### src/hw/rtl/mpq_pkg.sv
// Shared types and codes for the min priority queue.
// No dependencies; compiled before the interfaces and modules.
package mpq_pkg;

  localparam int COUNT_WIDTH = 11;

  localparam logic [1:0] CMD_PUSH = 2'd0;
  localparam logic [1:0] CMD_TOP  = 2'd1;
  localparam logic [1:0] CMD_POP  = 2'd2;

  localparam logic [1:0] ST_OK    = 2'd0;
  localparam logic [1:0] ST_FULL  = 2'd1;
  localparam logic [1:0] ST_EMPTY = 2'd2;

  typedef struct packed {
    logic       start;
    logic       out_free;
    logic [1:0] command;
  } ctl_t;

  typedef struct packed {
    logic       busy;
    logic       done;
    logic [1:0] status;
  } stat_t;

endpackage

### src/hw/rtl/mpq_sift.sv
// Sift sequencer: walks the heap one level at a time through the key memory
// with one shared signed comparator. Holds the entry count and root copy.
// Depends on mpq_pkg.
module mpq_sift import mpq_pkg::*; #(
  parameter int CAPACITY  = 1024,
  parameter int KEY_WIDTH = 32,
  localparam int AW = $clog2(CAPACITY),
  localparam int CW = $clog2(CAPACITY + 1)
) (
  input  logic                 clk,
  input  logic                 rst,
  input  ctl_t                 ctl,
  input  logic [KEY_WIDTH-1:0] key_in,
  output stat_t                stat,
  output logic [CW-1:0]        count,
  output logic [KEY_WIDTH-1:0] top_key,
  output logic                 we,
  output logic [AW-1:0]        waddr,
  output logic [KEY_WIDTH-1:0] wdata,
  output logic [AW-1:0]        raddr,
  input  logic [KEY_WIDTH-1:0] rdata
);

  localparam int XW = AW + 2;

  localparam logic [2:0] S_IDLE    = 3'd0;
  localparam logic [2:0] S_P_CHK   = 3'd1;
  localparam logic [2:0] S_P_CMP   = 3'd2;
  localparam logic [2:0] S_POP_KEY = 3'd3;
  localparam logic [2:0] S_POP_CHK = 3'd4;
  localparam logic [2:0] S_POP_L   = 3'd5;
  localparam logic [2:0] S_POP_R   = 3'd6;
  localparam logic [2:0] S_POP_CMP = 3'd7;

  logic [2:0]           state;
  logic                 done_wait;
  logic [1:0]           status;
  logic [CW-1:0]        cnt;
  logic [AW-1:0]        pos;
  logic [AW-1:0]        cidx;
  logic [AW-1:0]        bidx;
  logic [KEY_WIDTH-1:0] key_q;
  logic [KEY_WIDTH-1:0] best;

  logic [CW-1:0]        cnt_m1;
  logic [AW-1:0]        pos_m1;
  logic [AW-1:0]        parent;
  logic [AW:0]          child;
  logic [XW-1:0]        cnt_x;
  logic [XW-1:0]        cidx_p1;
  logic                 child_ge;
  logic                 has_right;
  logic [KEY_WIDTH-1:0] cmp_a;
  logic [KEY_WIDTH-1:0] cmp_b;
  logic                 lt;

  assign cnt_m1    = cnt - 1'b1;
  assign pos_m1    = pos - 1'b1;
  assign parent    = pos_m1 >> 1;
  assign child     = {pos, 1'b1};
  assign cnt_x     = XW'(cnt);
  assign cidx_p1   = XW'(cidx) + 1'b1;
  assign child_ge  = XW'(child) >= cnt_x;
  assign has_right = cidx_p1 < cnt_x;
  assign lt        = $signed(cmp_a) < $signed(cmp_b);

  assign stat.busy   = (state != S_IDLE) || done_wait;
  assign stat.done   = done_wait && ctl.out_free;
  assign stat.status = status;
  assign count       = cnt;

  always_comb begin
    we    = 1'b0;
    waddr = pos;
    wdata = key_q;
    raddr = cnt_m1[AW-1:0];
    cmp_a = key_q;
    cmp_b = rdata;
    case (state)
      S_P_CHK: begin
        if (pos == '0) begin
          we = 1'b1;
        end else begin
          raddr = parent;
        end
      end
      S_P_CMP: begin
        we    = 1'b1;
        wdata = lt ? rdata : key_q;
      end
      S_POP_CHK: begin
        if (child_ge) begin
          we = (cnt != '0);
        end else begin
          raddr = child[AW-1:0];
        end
      end
      S_POP_L: begin
        raddr = cidx_p1[AW-1:0];
      end
      S_POP_R: begin
        cmp_a = rdata;
        cmp_b = best;
      end
      S_POP_CMP: begin
        cmp_a = best;
        cmp_b = key_q;
        we    = 1'b1;
        wdata = lt ? best : key_q;
      end
      default: begin
      end
    endcase
  end

  always_ff @(posedge clk) begin
    if (we && waddr == '0) begin
      top_key <= wdata;
    end
  end

  always_ff @(posedge clk) begin
    if (rst) begin
      state     <= S_IDLE;
      done_wait <= 1'b0;
      cnt       <= '0;
      status    <= ST_OK;
    end else begin
      if (stat.done) begin
        done_wait <= 1'b0;
      end
      case (state)
        S_IDLE: begin
          if (ctl.start) begin
            key_q  <= key_in;
            status <= ST_OK;
            if (ctl.command == CMD_PUSH) begin
              if (cnt == CW'(CAPACITY)) begin
                status    <= ST_FULL;
                done_wait <= 1'b1;
              end else begin
                pos   <= cnt[AW-1:0];
                cnt   <= cnt + 1'b1;
                state <= S_P_CHK;
              end
            end else if (ctl.command == CMD_POP) begin
              if (cnt == '0) begin
                status    <= ST_EMPTY;
                done_wait <= 1'b1;
              end else begin
                cnt   <= cnt_m1;
                state <= S_POP_KEY;
              end
            end else begin
              if (cnt == '0) begin
                status <= ST_EMPTY;
              end
              done_wait <= 1'b1;
            end
          end
        end
        S_P_CHK: begin
          if (pos == '0) begin
            state     <= S_IDLE;
            done_wait <= 1'b1;
          end else begin
            state <= S_P_CMP;
          end
        end
        S_P_CMP: begin
          if (lt) begin
            pos   <= parent;
            state <= S_P_CHK;
          end else begin
            state     <= S_IDLE;
            done_wait <= 1'b1;
          end
        end
        S_POP_KEY: begin
          key_q <= rdata;
          pos   <= '0;
          state <= S_POP_CHK;
        end
        S_POP_CHK: begin
          if (child_ge) begin
            state     <= S_IDLE;
            done_wait <= 1'b1;
          end else begin
            cidx  <= child[AW-1:0];
            state <= S_POP_L;
          end
        end
        S_POP_L: begin
          best <= rdata;
          bidx <= cidx;
          state <= has_right ? S_POP_R : S_POP_CMP;
        end
        S_POP_R: begin
          if (lt) begin
            best <= rdata;
            bidx <= cidx_p1[AW-1:0];
          end
          state <= S_POP_CMP;
        end
        S_POP_CMP: begin
          if (lt) begin
            pos   <= bidx;
            state <= S_POP_CHK;
          end else begin
            state     <= S_IDLE;
            done_wait <= 1'b1;
          end
        end
        default: begin
          state <= S_IDLE;
        end
      endcase
    end
  end

endmodule

### config.mk
export PLATFORM = sky130hd
export DESIGN_NAME = mpq_sift
export DESIGN_NICKNAME = d
export VERILOG_FILES = /design/src/hw/rtl/mpq_pkg.sv /design/src/hw/rtl/mpq_sift.sv
export SDC_FILE = /design/constraint.sdc
export NUM_CORES = 1
export LEC_CHECK = 0
export BUFFER_PORTS_ARGS = -buffer_cell sky130_fd_sc_hd__buf_2
export CORE_UTILIZATION = 45
export CTS_BUF_LIST = sky130_fd_sc_hd__clkbuf_4 sky130_fd_sc_hd__clkbuf_8
export DETAILED_ROUTE_END_ITERATION = 8
export GPL_TIMING_DRIVEN = 0
export HOLD_SLACK_MARGIN = 0.12
export PLACE_DENSITY = 0.69
export SKIP_CTS_REPAIR_TIMING = 1
export SLEW_MARGIN = 20
export SYNTH_ARGS = -nofsm -noshare
export SYNTH_HDL_FRONTEND = slang
export SYNTH_SLANG_ARGS = --single-unit
### constraint.sdc
create_clock -name clk -period 8.7 [get_ports clk]
set_clock_uncertainty 0.15 [all_clocks]
set_input_delay 1.305 -clock clk [delete_from_list [all_inputs] [get_ports clk]]
set_output_delay 1.305 -clock clk [all_outputs]
set_load 0.1 [all_outputs]
==> results, run 1 <==
- The most numerous cell type found on the critical path is sky130_fd_sc_hd__buf_2.
- The total standard cell area after synthesis is 9540 um^2.
- The final standard cell area without fillers is around 11000 um^2.
- Sorting the synthesized cells by area gives the leading types as sky130_fd_sc_hd__edfxtp_1 39%, sky130_fd_sc_hd__ha_1 7.5%, sky130_fd_sc_hd__mux2i_1 7.1%.
- The final hold violation count came to 0.
- The via count of the first global-routing pass came to roughly 7900.
- Across all layers, the routed design uses 8579 vias.
- The relative area change from synthesis to final layout is 18.8%.
- The sink count of the clock tree is around 140.
- The worst setup path is captured at a primary output.
- The final setup violation count is 0.
- The core region is slightly above 20000 um^2.
- The routability congestion estimate is between 0.9 and 1.
- In this run the most critical hold path is launched from status[0].
- For the final routed database, the setup TNS stands at 0 ns.
- The initial antenna violation count is 0.
- No sink is reached through more buffers than the 2 on the longest clock path.
- The register bit count reported by yosys is approximately 140.
- The total DRC errors in the routed layout is 0.
- The sum of net half-perimeters after detailed placement is about 22000 um.
- In this run, placement finished with an instance count of between 1000 and 1500.
- The post-route clock period utilization is 0.809.
- The count of cells in the finished layout, fillers not included, comes to roughly 1400.
- The path class of the lowest-slack min-delay path is register to register.
- Of the total power, the clock network draws 0.229.
- The source of the critical timing path is state[0].
- The fraction of power spent switching nets is 0.483.
- The run finished with clean final reports.
- The number of cell rows is 52.
- TritonCTS built the clock tree.
- The number of buffers added by the clock tree synthesis step is 17.
- Of the total power, combinational logic draws 0.475.
- Entering global routing, the biggest net connects 24 pins.
- The net count reported at finish is around 1300.
- The die is 148 um wide.
- Summed over all layers, the routed wires come to just over 30000 um.
- The via density per instance is roughly 6.
- The clock latency reported for the late side of the worst-skew pair is 0.46 ns.
- The count of pins on the block boundary is 170.
- The H-tree was split into 4 levels.
- Of the post-synthesis cell area, the dominant cell type holds 0.393.
- The global-route wire length before repair is 46000 um.
- The arrival time of data at the critical path endpoint is between 5 and 6 ns.
- The count of unique library cells instantiated by Yosys is 64.
- The library cell contributing the largest single delay on the critical path is sky130_fd_sc_hd__clkbuf_1.
- The die area is roughly 22000 um^2.
- The max-slew violation count is 0.
- Of all nets on the critical path, the largest fanout is 10.
- The category of the most critical setup path is register to primary output.
- The instance area after placement is 10900 um^2.
- The floorplan step set the die height to ~150 um.
- In the final routed layout, each cell accounts on average for roughly 21 um.
- Buffers placed on the I/O ports in this run total ~170.
- For the pin with the worst max-slew slack, the measured transition is 1.00 ns.
- At the worst endpoint, the required time is approximately 7.2 ns.
- After clock tree synthesis, the clock-pin slew on the worst setup and hold paths is roughly 0.080 ns.
- The initial utilization of the core area, before any placement, comes to 0.466.
- The cell area power density is 247 nW/um^2.
- Global routing finished with a remaining overflow of 0.
- The commonest register cell after synthesis is sky130_fd_sc_hd__edfxtp_1.
- The fraction of layout instances using a drive strength above 1 is 0.225.
- The worst path in the final design needs a cycle of between 7 and 8 ns, including I/O delays and setup.
- The worst-case IR drop observed on VDD is 0.000273 V.
- The cell type contributing the most total cell area after synthesis is sky130_fd_sc_hd__edfxtp_1.
- Before antenna repair, the detailed router went through 5 iterations.
- Setup repair after global routing left no endpoint under its margin.
- Summed over all cells, the static leakage comes to approximately 4.4 nW.
- Across every metal layer, demand over resource in global routing totals 0.279.
- Cell internal power was estimated by the tool at 1.45 mW.
- The count of max-cap constraint violations is 0.
- In this run, the number of DRC markers left after iteration 0 of detailed routing was about 670.
- For this run, the top clock speed supported by timing is 142 MHz.
- The highest cell delay on the worst timing path is between 0.7 and 0.8 ns.
- The critical path goes through buf_2 -> clkbuf_1 -> clkbuf_1 -> mux2i_1 -> nor2_1 -> a21oi_1 -> ha_1 -> a211oi_2 -> o211ai_1 -> o221a_1 -> o41a_1 -> nor4_2 -> o21ai_1 -> buf_2 -> a22oi_1 -> buf_2.
- The beginning of the worst register-to-register path is state[0].
- For this run, the register share of the synthesized area comes to 0.429.
- The switching power of the nets is approximately 1.4 mW.
- The fraction of registers with async set or reset after synthesis is 0.
- The worst setup path is launched from a register.
- Of the total power, registers draw 0.296.
- Measured against its own limit, the worst slew margin works out to 0.330.
- For this run, the number of Yosys warnings is 0.
- The number of enable-type register cells in the synthesized netlist is around 130.
- Synthesis produced a netlist with a net count of around 1100.
- Averaged over all synthesized cells, the footprint is between 9 and 10 um^2.
- CTS placed an instance of sky130_fd_sc_hd__clkbuf_8 at the clock tree root.
- The number of routed nets with antenna violations is 0.
- Synthesis produced between 900 and 1000 cells.
[metal layers]
metal,routed length (um),GRT usage,vias up
met3,2720,0.0552,46
met5,0,0,-
met1,13600,0.402,4125
li1,-,-,3989
met2,13400,0.423,419
met4,665,0.0825,0
[logic make-up after synthesis]
family | after synthesis | share of synthesized area
flip-flops | 142 | 0.429
AND/OR/NAND/NOR | 263 | 0.127
AO/OA/AOI/OAI | 267 | 0.188
XOR/XNOR | 38 | 0.0349
multiplexers | 101 | 0.110
buffers and inverters | 87 | 0.0357
adder cells (fa/ha/maj) | 57 | 0.0747
[critical path: cells and delay by family (launching register included)]
family	cells	cell delay [ns]
flops	1	0.38
compound gates	7	1.70
mux	1	0.26
buf+inv	5	2.14
fa+ha+maj	1	0.28
simple gates	2	0.36
[registers in the layout (all words and copies together), names as in the netlist]
name	flops
key_q	32
done_wait	1
count	11
best	32
top_key	32
bidx	10
state	3
waddr	10
status	2
cidx	9
[cell usage after synthesis, drive strengths merged, types with 9 or more instances]
cell type / n
ha: 57
a21oi: 76
edfxtp: 125
a22oi: 9
inv: 23
nor2: 85
mux2: 33
dfxtp: 17
buf: 14
o21ai: 60
nand4: 14
xor2: 15
nor3: 15
a22o: 61
mux2i: 68
nand2: 85
nand2b: 11
xnor2: 23
clkbuf: 49
nand3: 16
[power by group through the flow]
stage	sequential, mW	combinational [mW]	clock [mW]
finish	0.830	1.33	0.642
global route	0.834	1.40	0.671
CTS	0.829	1.32	0.646
detailed placement	0.844	1.32	0
global placement	0.845	1.31	0
floorplan	0.935	0.942	0
[stage by stage]
step / setup slack (ns) / power, mW / hold WS (ns) / utilization
2_1_floorplan: 2.25 / 1.88 / 0.354 / -
3_3_place_gp: 0.711 / 2.15 / 0.337 / 0.523
3_5_place_dp: 2.22 / 2.16 / 0.320 / 0.530
4_1_cts: 1.71 / 2.80 / 0.346 / 0.553
5_1_grt: 1.39 / 2.90 / 0.425 / 0.553
6_report: 1.66 / 2.80 / 0.348 / 0.553
[final timing paths]
path | endpoint | slack (ns) | depth (start not counted)
hold reg to reg | status[0] | 0.35 | 2
setup reg to reg | bidx[2] | 2.93 | 18
hold / removal | status[0] | 0.35 | 2
setup / recovery | wdata[28] | 1.66 | 16
[cell usage in the layout, fill, tap and decap left out, types with 5 or more instances in the layout]
| master | synthesis | layout |
|---|---|---|
| sky130_fd_sc_hd__buf_2 | 8 | 177 |
| sky130_fd_sc_hd__edfxtp_1 | 125 | 125 |
| sky130_fd_sc_hd__nand2_1 | 85 | 85 |
| sky130_fd_sc_hd__nor2_1 | 85 | 84 |
| sky130_fd_sc_hd__a21oi_1 | 76 | 75 |
| sky130_fd_sc_hd__mux2i_1 | 68 | 68 |
| sky130_fd_sc_hd__a22o_1 | 61 | 61 |
| sky130_fd_sc_hd__o21ai_0 | 58 | 58 |
| sky130_fd_sc_hd__ha_1 | 57 | 57 |
| sky130_fd_sc_hd__clkbuf_1 | 49 | 49 |
| sky130_fd_sc_hd__mux2_2 | 33 | 33 |
| sky130_fd_sc_hd__inv_1 | 23 | 23 |
| sky130_fd_sc_hd__xnor2_1 | 23 | 23 |
| sky130_fd_sc_hd__clkbuf_8 | 0 | 17 |
| sky130_fd_sc_hd__dfxtp_1 | 17 | 17 |
| sky130_fd_sc_hd__nand3_1 | 16 | 16 |
| sky130_fd_sc_hd__xor2_1 | 15 | 15 |
| sky130_fd_sc_hd__nor3_1 | 14 | 14 |
| sky130_fd_sc_hd__nand4_1 | 14 | 14 |
| sky130_fd_sc_hd__nand2b_1 | 11 | 11 |
| sky130_fd_sc_hd__a22oi_1 | 9 | 9 |
| sky130_fd_sc_hd__o221ai_1 | 8 | 8 |
| sky130_fd_sc_hd__a21o_1 | 7 | 7 |
| sky130_fd_sc_hd__and3_1 | 6 | 6 |
| sky130_fd_sc_hd__or2_2 | 5 | 5 |
| sky130_fd_sc_hd__buf_1 | 5 | 5 |
| sky130_fd_sc_hd__or3_1 | 5 | 5 |
| sky130_fd_sc_hd__a211o_1 | 5 | 5 |
| sky130_fd_sc_hd__bufinv_16 | 0 | 5 |
[final cells by class]
class / instances / area (um^2)
fillers: 1876 / 9150
inverters: 24 / 90.1
flip-flops and latches: 142 / 4090
multi-input cells: 726 / 5140
plain buffers: 63 / 250
repair buffers: 173 / 956
well taps: 270 / 338
clock inverters: 14 / 229
diodes: 1 / 2.50
clock buffers: 18 / 241
Note: power is estimated with default switching activity, not from simulation.
==> run 2: changes to the inputs <==
--- a/config.mk
+++ b/config.mk
@@ -11,7 +11,7 @@
 export DETAILED_ROUTE_END_ITERATION = 8
 export GPL_TIMING_DRIVEN = 0
 export HOLD_SLACK_MARGIN = 0.12
-export PLACE_DENSITY = 0.69
+export PLACE_DENSITY = 0.71
 export SKIP_CTS_REPAIR_TIMING = 1
 export SLEW_MARGIN = 20
 export SYNTH_ARGS = -nofsm -noshare
==> constraint.sdc (replaced) <==
create_clock -name clk -period 6.3 [get_ports clk]
set_clock_uncertainty 0.15 [all_clocks]
set_input_delay 0.945 -clock clk [delete_from_list [all_inputs] [get_ports clk]]
set_output_delay 0.945 -clock clk [all_outputs]
set_load 0.1 [all_outputs]
==> results, run 2 (synthesis gave the netlist of run 1 again) <==
- The CTS tree is built.
- The number of buffers on the longest clock path is 2.
- The mean routed wirelength per cell is approximately 22 um.
- The clock edge transition at the registers on the reported setup and hold paths is 0.08 ns.
- Walking the worst path, the cells encountered are buf_2 -> clkbuf_2 -> clkbuf_2 -> mux2i_1 -> o21ai_0 -> ha_1 -> a211oi_2 -> o211ai_1 -> o221a_1 -> o41a_1 -> nor4_2 -> buf_4 -> buf_2 -> a22o_1 -> buf_2.
- The run finished with clean final reports.
- The via density per instance is 5.99.
- The layout has roughly 1900 filler cells.
- For the pin with the worst max-slew slack, the measured transition is 0.971 ns.
- STA classifies the critical path startpoint as a register.
- The static leakage power is 4.39 nW.
- The library cell contributing the largest single delay on the critical path is sky130_fd_sc_hd__o41a_1.
- The root cell of the clock tree is sky130_fd_sc_hd__clkbuf_8.
- For this run, the number of standard cells in the final layout without fillers is approximately 1400.
- The number of routed nets with antenna violations is 0.
- The end of the worst hold path is status[0].
- In the final layout, the registers with the most flip-flops are best x32, key_q x32, top_key x32.
- The initial antenna violation count came to 1.
- The overall global routing resource usage is 0.287.
- Before CTS, the worst setup slack after placement is ~0.28 ns.
- The via count of the first global-routing pass was ~8100.
- The sum of net half-perimeters after detailed placement is ~23000 um.
- The remaining global-route overflow is 0.
- Data arrives at the worst endpoint at roughly 5 ns.
- The final worst setup slack is ~0.19 ns.
- The required time at the endpoint of the critical path is approximately 5.2 ns.
- In the routed design, unresolved DRC markers number 0.
- The die width is 148 um.
- The worst register-to-register path begins at state[0].
- The top cell types in the final layout, fill and taps aside, are 159 x sky130_fd_sc_hd__buf_2, 125 x sky130_fd_sc_hd__edfxtp_1, 85 x sky130_fd_sc_hd__nand2_1, 84 x sky130_fd_sc_hd__nor2_1, 75 x sky130_fd_sc_hd__a21oi_1.
- The count of pins on the block boundary is between 150 and 200.
- The post-layout minimum cycle time is 6.11 ns.
- The vertical die dimension is 148 um.
- The final setup violation count is 0.
- The clock latency reported for the late side of the worst-skew pair is roughly 0.47 ns.
- Routability-driven placement finished with a final weighted congestion of approximately 0.96.
- Broken down by cell family, the worst path's largest delay share belongs to buffers and inverters.
- The worst hold path was traced through 2 stages.
- The sink count of the clock tree is between 100 and 150.
- During placement, the flow inserted port buffers numbering 169.
- Power comes to 3.84 mW.
- The first TritonRoute pass finished after 6 iterations.
- The timing-limited maximum frequency is 164 MHz.
- The detailed router placed 8570 vias in this run.
- The worst hold margin is approximately 0.35 ns.
- The die area is 21800 um^2.
- Entering global routing, the biggest net connects 24 pins.
- The capturing element type of the critical path is a primary output.
- The worst pin sits at a relative slew slack of 0.350.
- The final hold violation count is 0.
- Including well taps, the total number of placed cells is 1398.
- In this run the power density over the cells is ~340 nW/um^2.
- At the end of the flow the core is filled with cells to 0.555.
- The max-slew violation count was 0.
- Wires add up to between 30000 and 40000 um.
- The count of max-cap constraint violations is 0.
- The instance area after placement is 10900 um^2.
- After floorplanning, the core was divided into between 50 and 60 placement rows.
- The area used by multi-input combinational logic is approximately 5100 um^2.
- The area of the placeable core is 20500 um^2.
- The library cell used most frequently in the layout, excluding fill and tap cells, is sky130_fd_sc_hd__buf_2.
- The highest net fanout along the worst path is 10.
- The worst reg-to-reg setup slack is 0.98 ns.
- The worst hold path belongs to the class register to register.
- The final standard cell area without fillers is roughly 11000 um^2.
- The sum of negative setup slack is 0 ns.
- The worst-case IR drop observed on VDD is around 0.0004 V.
- The total number of H-tree levels is 4.
- In this design, the stage delay of the slowest critical-path cell is 0.44 ns.
- Of the cells placed in the final design, the portion with a size suffix greater than 1 is 0.235.
- The number of DRC violations after detailed-routing iteration 0 is about 730.
- The startpoint identified for the worst hold timing path is status[0].
- The capturing point of the worst reg2reg path is bidx[5].
- Measured in cells, the most critical reg-to-reg path has a length of 17.
- The relative area change from synthesis to final layout is 19.2%.
- The net count reported at finish is around 1300.
- The initial utilization of the core area, before any placement, comes to 0.466.
- The number of buffers added by the clock tree synthesis step is 17.
- The first global-routing pass estimated about 47000 um of wire.
- The area used by sequential logic in the layout is a little over 4000 um^2.
- The total buffers and inverters traversed by the critical path is 6.
- Dividing the final minimum period by the clock period gives 0.970.
- The critical path is of the register to primary output type.
- The most numerous cell on the critical path is sky130_fd_sc_hd__buf_2.
==> run 2: cell count changes in the layout (fill, tap and decap cells not counted), moves of 2 or more <==
cell / before / now
sky130_fd_sc_hd__clkinv_4: 1 / 4
sky130_fd_sc_hd__clkbuf_1: 49 / 39
sky130_fd_sc_hd__buf_2: 177 / 159
sky130_fd_sc_hd__clkbuf_4: 1 / 21
sky130_fd_sc_hd__inv_6: 4 / 0
sky130_fd_sc_hd__buf_1: 5 / 3
sky130_fd_sc_hd__clkbuf_2: 0 / 11
==> run 2: how the worst max path moves through the flow <==
stage           endpoint  slack (ns)  depth (start not counted)      from
2_1_floorplan  wdata[28]        0.21                         15  state[0]
3_3_place_gp    best[19]       -1.73                         16  state[0]
3_5_place_dp   wdata[28]        0.28                         16  state[0]
6_report       wdata[18]        0.19                         15  state[0]
5_1_grt        wdata[11]      -0.005                         15  state[0]
4_1_cts        wdata[10]       -0.24                         16  state[0]
==> run 2: routing by layer <==
| metal | GRT usage | wire length (um) |
|---|---|---|
| met5 | 0 | 0 |
| met2 | 0.436 | 14100 |
| met3 | 0.0602 | 2720 |
| met1 | 0.413 | 14000 |
| met4 | 0.0758 | 466 |
==> run 2: where the power goes <==
| group | switching [mW] | internal (mW) | leakage (nW) |
|---|---|---|---|
| clock network | 0.393 | 0.443 | 0.216 |
| logic | 1.43 | 0.436 | 2.90 |
| registers | 0.0588 | 1.09 | 1.27 |
==> run 2: worst min-delay path, cell delays in order, from the launching register on <==
cell	delay (ns)
sky130_fd_sc_hd__dfxtp_1	0.34
sky130_fd_sc_hd__a32oi_1	0.06
sky130_fd_sc_hd__nor2_1	0.07
==> run 2: area by class of cell <==
type                       count  area share
multi-input combinational    726       0.452
timing repair buffer         173      0.0880
buffer                        63      0.0235
clock buffer                  19      0.0219
sequential                   142       0.360
clock inverter                13      0.0167
tap                          270      0.0297
antenna                        1    0.000220
inverter                      24     0.00792
